File: src/sv/olid_pkg.sv
// Shared constants, codes and types for the ordered list insert and dump unit.
package olid_pkg;

    localparam int DEPTH   = 32;
    localparam int DATA_W  = 32;
    localparam int POS_W   = 6;
    localparam int CMD_W   = 2;
    localparam int STAT_W  = 2;
    localparam int CNT_W   = $clog2(DEPTH + 1);
    localparam int IDX_W   = $clog2(DEPTH);
    localparam int S_TDATA_W = ((DATA_W + POS_W + 7) / 8) * 8;
    localparam int M_TDATA_W = ((DATA_W + 7) / 8) * 8;
    localparam int S_TUSER_W = CMD_W;
    localparam int M_TUSER_W = STAT_W;

    typedef enum logic [CMD_W-1:0] {
        CMD_INS_FRONT = 2'd0,
        CMD_INS_END   = 2'd1,
        CMD_INS_POS   = 2'd2,
        CMD_DUMP      = 2'd3
    } t_cmd;

    typedef enum logic [STAT_W-1:0] {
        STAT_OK     = 2'd0,
        STAT_BADPOS = 2'd1,
        STAT_FULL   = 2'd2,
        STAT_EMPTY  = 2'd3
    } t_status;

    typedef enum logic [1:0] {
        CELL_HOLD   = 2'd0,
        CELL_INSERT = 2'd1,
        CELL_ROTATE = 2'd2
    } t_cell_op;

    // Broadcast control from the sequencer to every cell of the chain
    typedef struct packed {
        t_cell_op          op;
        logic [IDX_W-1:0]  ins_idx;   // slot that takes the new value
        logic [IDX_W-1:0]  tail_idx;  // slot of the last stored entry
        logic [DATA_W-1:0] new_val;
        logic [DATA_W-1:0] head_val;  // front entry, wraps to the tail on rotate
    } t_cell_ctrl;

endpackage

File: src/sv/ordered_list_insert_and_dump_unit.sv
// Ordered list unit: chain of storage cells with an insert/dump sequencer.
// Insert: its status beat is shown the next cycle after accept.
// Throughput: one insert per cycle while the result side keeps up.
// Dump: count beats (one when empty), one per cycle unless stalled; the first beat
//   loads in ST_DUMP (next cycle when empty); input stalls until the last beat loads.
// Reset (i_rst_n low, synchronous) empties the list and clears the output valid.
module ordered_list_insert_and_dump_unit (
    input  logic                           i_clk,
    input  logic                           i_rst_n,
    input  logic                           s_axis_tvalid,
    output logic                           s_axis_tready,
    // [31:0] value, [37:32] position, [39:38] zero
    input  logic [olid_pkg::S_TDATA_W-1:0] s_axis_tdata,
    // [1:0] cmd
    input  logic [olid_pkg::S_TUSER_W-1:0] s_axis_tuser,
    output logic                           m_axis_tvalid,
    input  logic                           m_axis_tready,
    // [31:0] item
    output logic [olid_pkg::M_TDATA_W-1:0] m_axis_tdata,
    // [1:0] status
    output logic [olid_pkg::M_TUSER_W-1:0] m_axis_tuser,
    output logic                           m_axis_tlast
);
    import olid_pkg::*;

    localparam int CMP_W = ((POS_W > CNT_W) ? POS_W : CNT_W) + 1;

    typedef enum logic {
        ST_IDLE,
        ST_DUMP
    } t_state;

    t_state             r_state;
    logic [CNT_W-1:0]   r_count;
    logic [CNT_W-1:0]   r_remain;
    logic               r_m_tvalid;
    logic [DATA_W-1:0]  r_m_item;
    t_status            r_m_status;
    logic               r_m_tlast;

    logic               w_slot_free;
    logic               w_in_acc;
    logic               w_out_load;
    t_cmd               w_cmd;
    logic [DATA_W-1:0]  w_value;
    logic [POS_W-1:0]   w_pos;
    logic               w_full;
    logic               w_do_ins;
    t_status            w_ins_status;
    logic [IDX_W-1:0]   w_ins_idx;
    logic [CMP_W-1:0]   w_pos_ext;
    logic [CMP_W-1:0]   w_cnt_p1;
    t_cell_ctrl         w_ctrl;
    logic [DATA_W-1:0]  w_cell_val [DEPTH];

    assign w_cmd   = t_cmd'(s_axis_tuser[CMD_W-1:0]);
    assign w_value = s_axis_tdata[DATA_W-1:0];
    assign w_pos   = s_axis_tdata[DATA_W+POS_W-1:DATA_W];

    assign w_slot_free   = !r_m_tvalid || m_axis_tready;
    assign s_axis_tready = (r_state == ST_IDLE) && w_slot_free;
    assign w_in_acc      = s_axis_tvalid && s_axis_tready;

    // Output register takes a new beat this cycle
    assign w_out_load = ((r_state == ST_IDLE) && w_in_acc
                         && ((w_cmd != CMD_DUMP) || (r_count == '0)))
                        || ((r_state == ST_DUMP) && w_slot_free);

    assign w_full    = (r_count == CNT_W'(DEPTH));
    assign w_pos_ext = CMP_W'(w_pos);
    assign w_cnt_p1  = CMP_W'(r_count) + CMP_W'(1);

    always_comb begin
        w_do_ins     = 1'b0;
        w_ins_status = STAT_OK;
        w_ins_idx    = '0;
        if (w_full) begin
            w_ins_status = STAT_FULL;
        end else begin
            case (w_cmd)
                CMD_INS_FRONT: begin
                    w_do_ins  = 1'b1;
                    w_ins_idx = '0;
                end
                CMD_INS_END: begin
                    w_do_ins  = 1'b1;
                    w_ins_idx = IDX_W'(r_count);
                end
                CMD_INS_POS: begin
                    if (w_pos == '0 || w_pos_ext > w_cnt_p1) begin
                        w_ins_status = STAT_BADPOS;
                    end else begin
                        w_do_ins  = 1'b1;
                        w_ins_idx = IDX_W'(w_pos - POS_W'(1));
                    end
                end
                default: w_do_ins = 1'b0;
            endcase
        end
    end

    always_comb begin
        w_ctrl.op       = CELL_HOLD;
        w_ctrl.ins_idx  = w_ins_idx;
        w_ctrl.tail_idx = IDX_W'(r_count - CNT_W'(1));
        w_ctrl.new_val  = w_value;
        w_ctrl.head_val = w_cell_val[0];
        if (w_in_acc && w_cmd != CMD_DUMP && w_do_ins) begin
            w_ctrl.op = CELL_INSERT;
        end else if (r_state == ST_DUMP && w_slot_free) begin
            w_ctrl.op = CELL_ROTATE;
        end
    end

    for (genvar g = 0; g < DEPTH; g++) begin : g_cell
        logic [DATA_W-1:0] w_left;
        logic [DATA_W-1:0] w_right;
        if (g == 0) begin : g_first
            assign w_left = '0;
        end else begin : g_mid_l
            assign w_left = w_cell_val[g-1];
        end
        if (g == DEPTH - 1) begin : g_last
            assign w_right = w_cell_val[0];
        end else begin : g_mid_r
            assign w_right = w_cell_val[g+1];
        end
        olid_cell u_cell (
            .i_clk       (i_clk),
            .i_ctrl      (w_ctrl),
            .i_index     (IDX_W'(g)),
            .i_left_val  (w_left),
            .i_right_val (w_right),
            .o_val       (w_cell_val[g])
        );
    end

    always_ff @(posedge i_clk) begin
        if (!i_rst_n) begin
            r_state    <= ST_IDLE;
            r_count    <= '0;
            r_remain   <= '0;
            r_m_tvalid <= 1'b0;
        end else begin
            if (w_out_load) begin
                r_m_tvalid <= 1'b1;
            end else if (m_axis_tready) begin
                r_m_tvalid <= 1'b0;
            end
            case (r_state)
                ST_IDLE: begin
                    if (w_in_acc) begin
                        if (w_cmd == CMD_DUMP) begin
                            if (r_count == '0) begin
                                r_m_item   <= '0;
                                r_m_status <= STAT_EMPTY;
                                r_m_tlast  <= 1'b1;
                            end else begin
                                r_state  <= ST_DUMP;
                                r_remain <= r_count;
                            end
                        end else begin
                            r_m_item   <= '0;
                            r_m_status <= w_ins_status;
                            r_m_tlast  <= 1'b1;
                            if (w_do_ins) begin
                                r_count <= r_count + CNT_W'(1);
                            end
                        end
                    end
                end
                ST_DUMP: begin
                    if (w_slot_free) begin
                        r_m_item   <= w_cell_val[0];
                        r_m_status <= STAT_OK;
                        r_m_tlast  <= (r_remain == CNT_W'(1));
                        r_remain   <= r_remain - CNT_W'(1);
                        if (r_remain == CNT_W'(1)) begin
                            r_state <= ST_IDLE;
                        end
                    end
                end
                default: r_state <= ST_IDLE;
            endcase
        end
    end

    assign m_axis_tvalid = r_m_tvalid;
    assign m_axis_tdata  = M_TDATA_W'(r_m_item);
    assign m_axis_tuser  = M_TUSER_W'(r_m_status);
    assign m_axis_tlast  = r_m_tlast;

endmodule

File: src/sv/olid_cell.sv
// One storage cell of the list chain: holds, takes a new value, or shifts.
module olid_cell (
    input  logic                        i_clk,
    input  olid_pkg::t_cell_ctrl        i_ctrl,
    input  logic [olid_pkg::IDX_W-1:0]  i_index,
    input  logic [olid_pkg::DATA_W-1:0] i_left_val,
    input  logic [olid_pkg::DATA_W-1:0] i_right_val,
    output logic [olid_pkg::DATA_W-1:0] o_val
);
    import olid_pkg::*;

    logic [DATA_W-1:0] r_val;
    logic [DATA_W-1:0] n_val;

    always_comb begin
        n_val = r_val;
        case (i_ctrl.op)
            CELL_INSERT: begin
                if (i_index == i_ctrl.ins_idx) begin
                    n_val = i_ctrl.new_val;
                end else if (i_index > i_ctrl.ins_idx) begin
                    n_val = i_left_val;
                end
            end
            CELL_ROTATE: begin
                // Tail takes the head so the list is whole again after count shifts
                if (i_index == i_ctrl.tail_idx) begin
                    n_val = i_ctrl.head_val;
                end else begin
                    n_val = i_right_val;
                end
            end
            default: n_val = r_val;
        endcase
    end

    always_ff @(posedge i_clk) begin
        r_val <= n_val;
    end

    assign o_val = r_val;

endmodule

File: config.mk
export PLATFORM = sky130hd
export DESIGN_NAME = ordered_list_insert_and_dump_unit
export DESIGN_NICKNAME = d
export VERILOG_FILES = /design/src/sv/olid_pkg.sv /design/src/sv/ordered_list_insert_and_dump_unit.sv /design/src/sv/olid_cell.sv
export SDC_FILE = /design/constraint.sdc
export NUM_CORES = 2
export LEC_CHECK = 0
export ABC_AREA = 1
export BUFFER_PORTS_ARGS = -buffer_cell sky130_fd_sc_hd__buf_2
export CORE_MARGIN = 3
export CORE_UTILIZATION = 55
export DETAILED_ROUTE_END_ITERATION = 6
export GPL_TIMING_DRIVEN = 0
export PLACE_DENSITY_LB_ADDON = 0.3
export RECOVER_POWER = 50
export REMOVE_ABC_BUFFERS = 1
export SLEW_MARGIN = 0
export SYNTH_ARGS = -nofsm -noshare
export SYNTH_HDL_FRONTEND = slang
export SYNTH_HIERARCHICAL = 1
export SYNTH_SLANG_ARGS = --single-unit
File: constraint.sdc
create_clock -name i_clk -period 18.3 [get_ports i_clk]
set_input_delay 1.83 -clock i_clk [delete_from_list [all_inputs] [get_ports i_clk]]
set_output_delay 1.83 -clock i_clk [all_outputs]
set_load 0.02 [all_outputs]
==> flow_summary.yaml <==
power:
  pwr-share-clk_pct: 31.4
  intPower_mw: 5.23
  power_density_nw_per_um2: 86.1
  p_leak_nw: 52.1
  power_frac_comb_pct: 30.9
  ir_drop_v: 0.0000996
  power_frac_seq_pct: 37.7
  power_mw: 8.39
  p_switching_mw: 3.16
  p_sw_share_pct: 37.6
timing:
  rsz0062_at_grt: "false"
  min_period_ns: 12.26
  finalHoldViolCount: 0
  finalClockSkew_ns: 0.0328
  fin_crit_sh_pct: 67.0
  tightest_slew_ns: 3.85
  setup_viol_count_final: 0
  whs_ns: 0.505
  fin_ws_ns: 6.04
  slew_headroom_pct: -156
  drv_slew: 660
  fmaxAchievable_ghz: 0.0815
  setup_tns_ns: 0
setup_path:
  cp_slowest_cell: "clkbuf_1"
  crit_path_max_incr_delay_ns: 2.76
  r2r_slack_ns: 6.04
  critPathMaxFanout: 47
  reg2reg_from: "r_count[0]$_SDFFE_PN0P_"
  crit_top_cell: "nand2_1"
  arrival_ns: 12.64
  reg2reg_to: "g_cell[22].u_cell/o_val[9]$_DFFE_PP_"
  critPathRequiredTime_ns: 18.68
  path_delay_family: "buffers and inverters"
  path_class: "reg -> reg"
  end_kind: "flop"
  path_buf_inv: 6
  reg2regPathDepth: 23
  crit_chain: "clkinvlp_2, clkbuf_1, ha_1, clkinvlp_2, buf_16, ha_1, nand3_1, nand2_1, nand3_1, nand2_1, nand2_1, nand3_1, or2_1, a21oi_1, buf_12, inv_1, ha_1, nand2_1, nor2_1, nand2_1, nand3_1, nand2_1, nand2_1"
  critPathLaunchType: "flop"
  path_depth: 23
route:
  firstDrtPassIters: 7
  drcViolationCount: 19
  drt-initial-drc-count: 10874
  viasPerCell: 5.83
  drtAntennaViolNets: 0
  vias: 88623
  wl_per_cell_um: 20.8
  totalWireLength_mm: 316
place:
  place_hpwl_mm: 212
  post-place-ws_ns: 11.32
  io_buffers: 80
  post_dp_cell_area_sq_um: 93800
  dp.cells: 14962
  place.gp.congestion: 0.940
synth:
  synthArstFlopShare_pct: 0
  synth_edf_count: 1059
  synth_cell_types: 39
  synth_warnings: 6
  ys.flop_type: "edfxtp_1"
  syn-instance-count: 12888
  synth_area_per_cell_sq_um: 7.03
  netlist_area_sq_um: 90600
  ys_ff_latch: 1073
  seq_area_frac_synth_pct: 35.4
hold_path:
  hp-class: "reg -> reg"
  worstHoldPathCells: 2
  hp-start: "r_remain[3]$_SDFFE_PN0P_"
  hold_end: "r_remain[3]$_SDFFE_PN0P_"
die:
  ios: 83
  die_w_um: 412
  core_sq_um: 163000
  fp.dieH_um: 412
  fp-row-count: 148
  start_util_pct: 55.5
  dieArea_sq_um: 170000
clock_network:
  cts_tree: "done"
  cts_sinks: 1073
  cts-resized-gates: 0
  numCtsBuffers: 134
  clock-root-buffer: "clkbuf_16"
  cts_max_path_buffers: 3
  cts_hold_buf: 0
  h-tree-depth: 4
  path_clk_slew_ns: 0.06
  cts_setup_buffers: 0
  insertion_delay_ns: 0.80
global_routing:
  grt_usage_pct: 36.3
  grt_pass1_vias: 85032
  antenna_found_initial: 4
  grt_pass1_wl_mm: 482
  overflow: 0
  grt_start_max_net_pins: 63
status:
  violations: "design-rule violations, max-capacitance violations, max-slew violations"
  outcome: "finished with violations"
layout:
  fill_cells: 14974
  synthToLayoutAreaGrowth_pct: 7.52
  drive_gt1_share_pct: 4.71
  stdcell_area_sq_um: 97400
  final_cells: 15204
  final_nets: 13152
  final_cell_mix: "3596 x nand2_1, 3562 x inv_1, 1072 x nand3_1"
  finalCoreUtilization_pct: 59.7
  final_common_cell: "nand2_1"
job:
  drv_cap: 23
-- routing by layer --
layer	vias up	wire length, um	GRT usage, %
li1	40823	-	-
met1	41143	116000	44.9
met2	5341	142000	58.1
met3	1314	35200	7.27
met4	2	22900	22.3
met5	-	56	0.230
-- synth_stat cells, types with 10 or more instances --
cell | n | area (sq um)
xnor2_2 | 32 | 521
nor2_4 | 66 | 743
nand3_4 | 33 | 578
buf_4 | 48 | 360
nand4_1 | 1024 | 6410
o21ai_0 | 10 | 50.1
buf_6 | 289 | 3250
nand2_1 | 3624 | 13600
o21a_1 | 32 | 240
dfxtp_1 | 14 | 280
edfxtp_1 | 1059 | 31800
inv_2 | 21 | 78.8
nor2_1 | 210 | 788
inv_1 | 3563 | 13400
nand2_2 | 12 | 75.1
a21oi_1 | 83 | 415
o211ai_2 | 80 | 1000
nand3_1 | 1069 | 5350
ha_1 | 176 | 2200
buf_1 | 73 | 274
o211ai_1 | 944 | 7090
buf_2 | 306 | 1530
clkbuf_1 | 91 | 342
-- power by group through the flow --
stage | clock (mW) | combinational, mW | sequential, mW
final | 2.63 | 2.59 | 3.16
after CTS | 2.65 | 2.50 | 3.16
after global placement | 0 | 2.23 | 3.29
after global routing | 2.74 | 2.79 | 3.18
after detailed placement | 0 | 2.49 | 3.21
after floorplan | 0 | 1.56 | 3.16
-- worst register-to-register path, cell delays in order, from the launching register on --
cell and delay [ns]:
dfxtp_1 0.37, clkinvlp_2 0.92, clkbuf_1 2.77, ha_1 0.50, clkinvlp_2 1.21, buf_16 0.69, ha_1 0.37, nand3_1 0.08
nand2_1 0.06, nand3_1 0.06, nand2_1 0.05, nand2_1 0.08, nand3_1 0.11, or2_1 0.23, a21oi_1 1.54, buf_12 0.29
inv_1 0.10, ha_1 0.27, nand2_1 0.04, nor2_1 0.12, nand2_1 0.36, nand3_1 0.25, nand2_1 0.07, nand2_1 1.28
-- area by class of cell --
cell class / count / area (sq um) / share of cell area, %
Antenna cell: 1 / 2.50 / 0.00257
Clock buffer: 166 / 3540 / 3.63
Clock inverter: 68 / 609 / 0.625
Inverter: 3584 / 13500 / 13.8
Multi-Input combinational cell: 7902 / 41500 / 42.6
Sequential cell: 1073 / 32100 / 32.9
Tap cell: 2175 / 2720 / 2.79
Timing Repair Buffer: 235 / 3530 / 3.63
-- state kept, by name, indices dropped and copies added (netlist names) --
register and flops:
m_axis_tvalid 1, m_axis_tlast 1, m_axis_tuser 2, r_remain 6, g_cell.u_cell/o_val 1024, r_state 1, m_axis_tdata 32, r_count 6
-- cell families after synthesis --
family	Yosys count	share of synthesized area [%]
other	2	0.00829
AND/OR/NAND/NOR	6050	30.5
AO/OA/AOI/OAI	1154	9.76
adder cells (fa/ha/maj)	176	2.43
flip-flops	1073	35.4
buffers and inverters	4391	21.2
XOR/XNOR	42	0.671
-- worst max-delay path by stage --
stage / endpoint / slack, ns / startpoint
2_1_floorplan: g_cell[0].u_cell/o_val[0]$_DFFE_PP_ / 10.15 / r_count[0]$_SDFFE_PN0P_
3_3_place_gp: g_cell[1].u_cell/o_val[3]$_DFFE_PP_ / 1.98 / r_count[0]$_SDFFE_PN0P_
3_5_place_dp: g_cell[10].u_cell/o_val[2]$_DFFE_PP_ / 11.32 / r_count[0]$_SDFFE_PN0P_
4_1_cts: g_cell[11].u_cell/o_val[19]$_DFFE_PP_ / 11.33 / r_count[0]$_SDFFE_PN0P_
5_1_grt: g_cell[21].u_cell/o_val[17]$_DFFE_PP_ / 5.56 / r_count[0]$_SDFFE_PN0P_
6_report: g_cell[22].u_cell/o_val[9]$_DFFE_PP_ / 6.04 / r_count[0]$_SDFFE_PN0P_
Note: power is estimated with default switching activity, not from simulation.
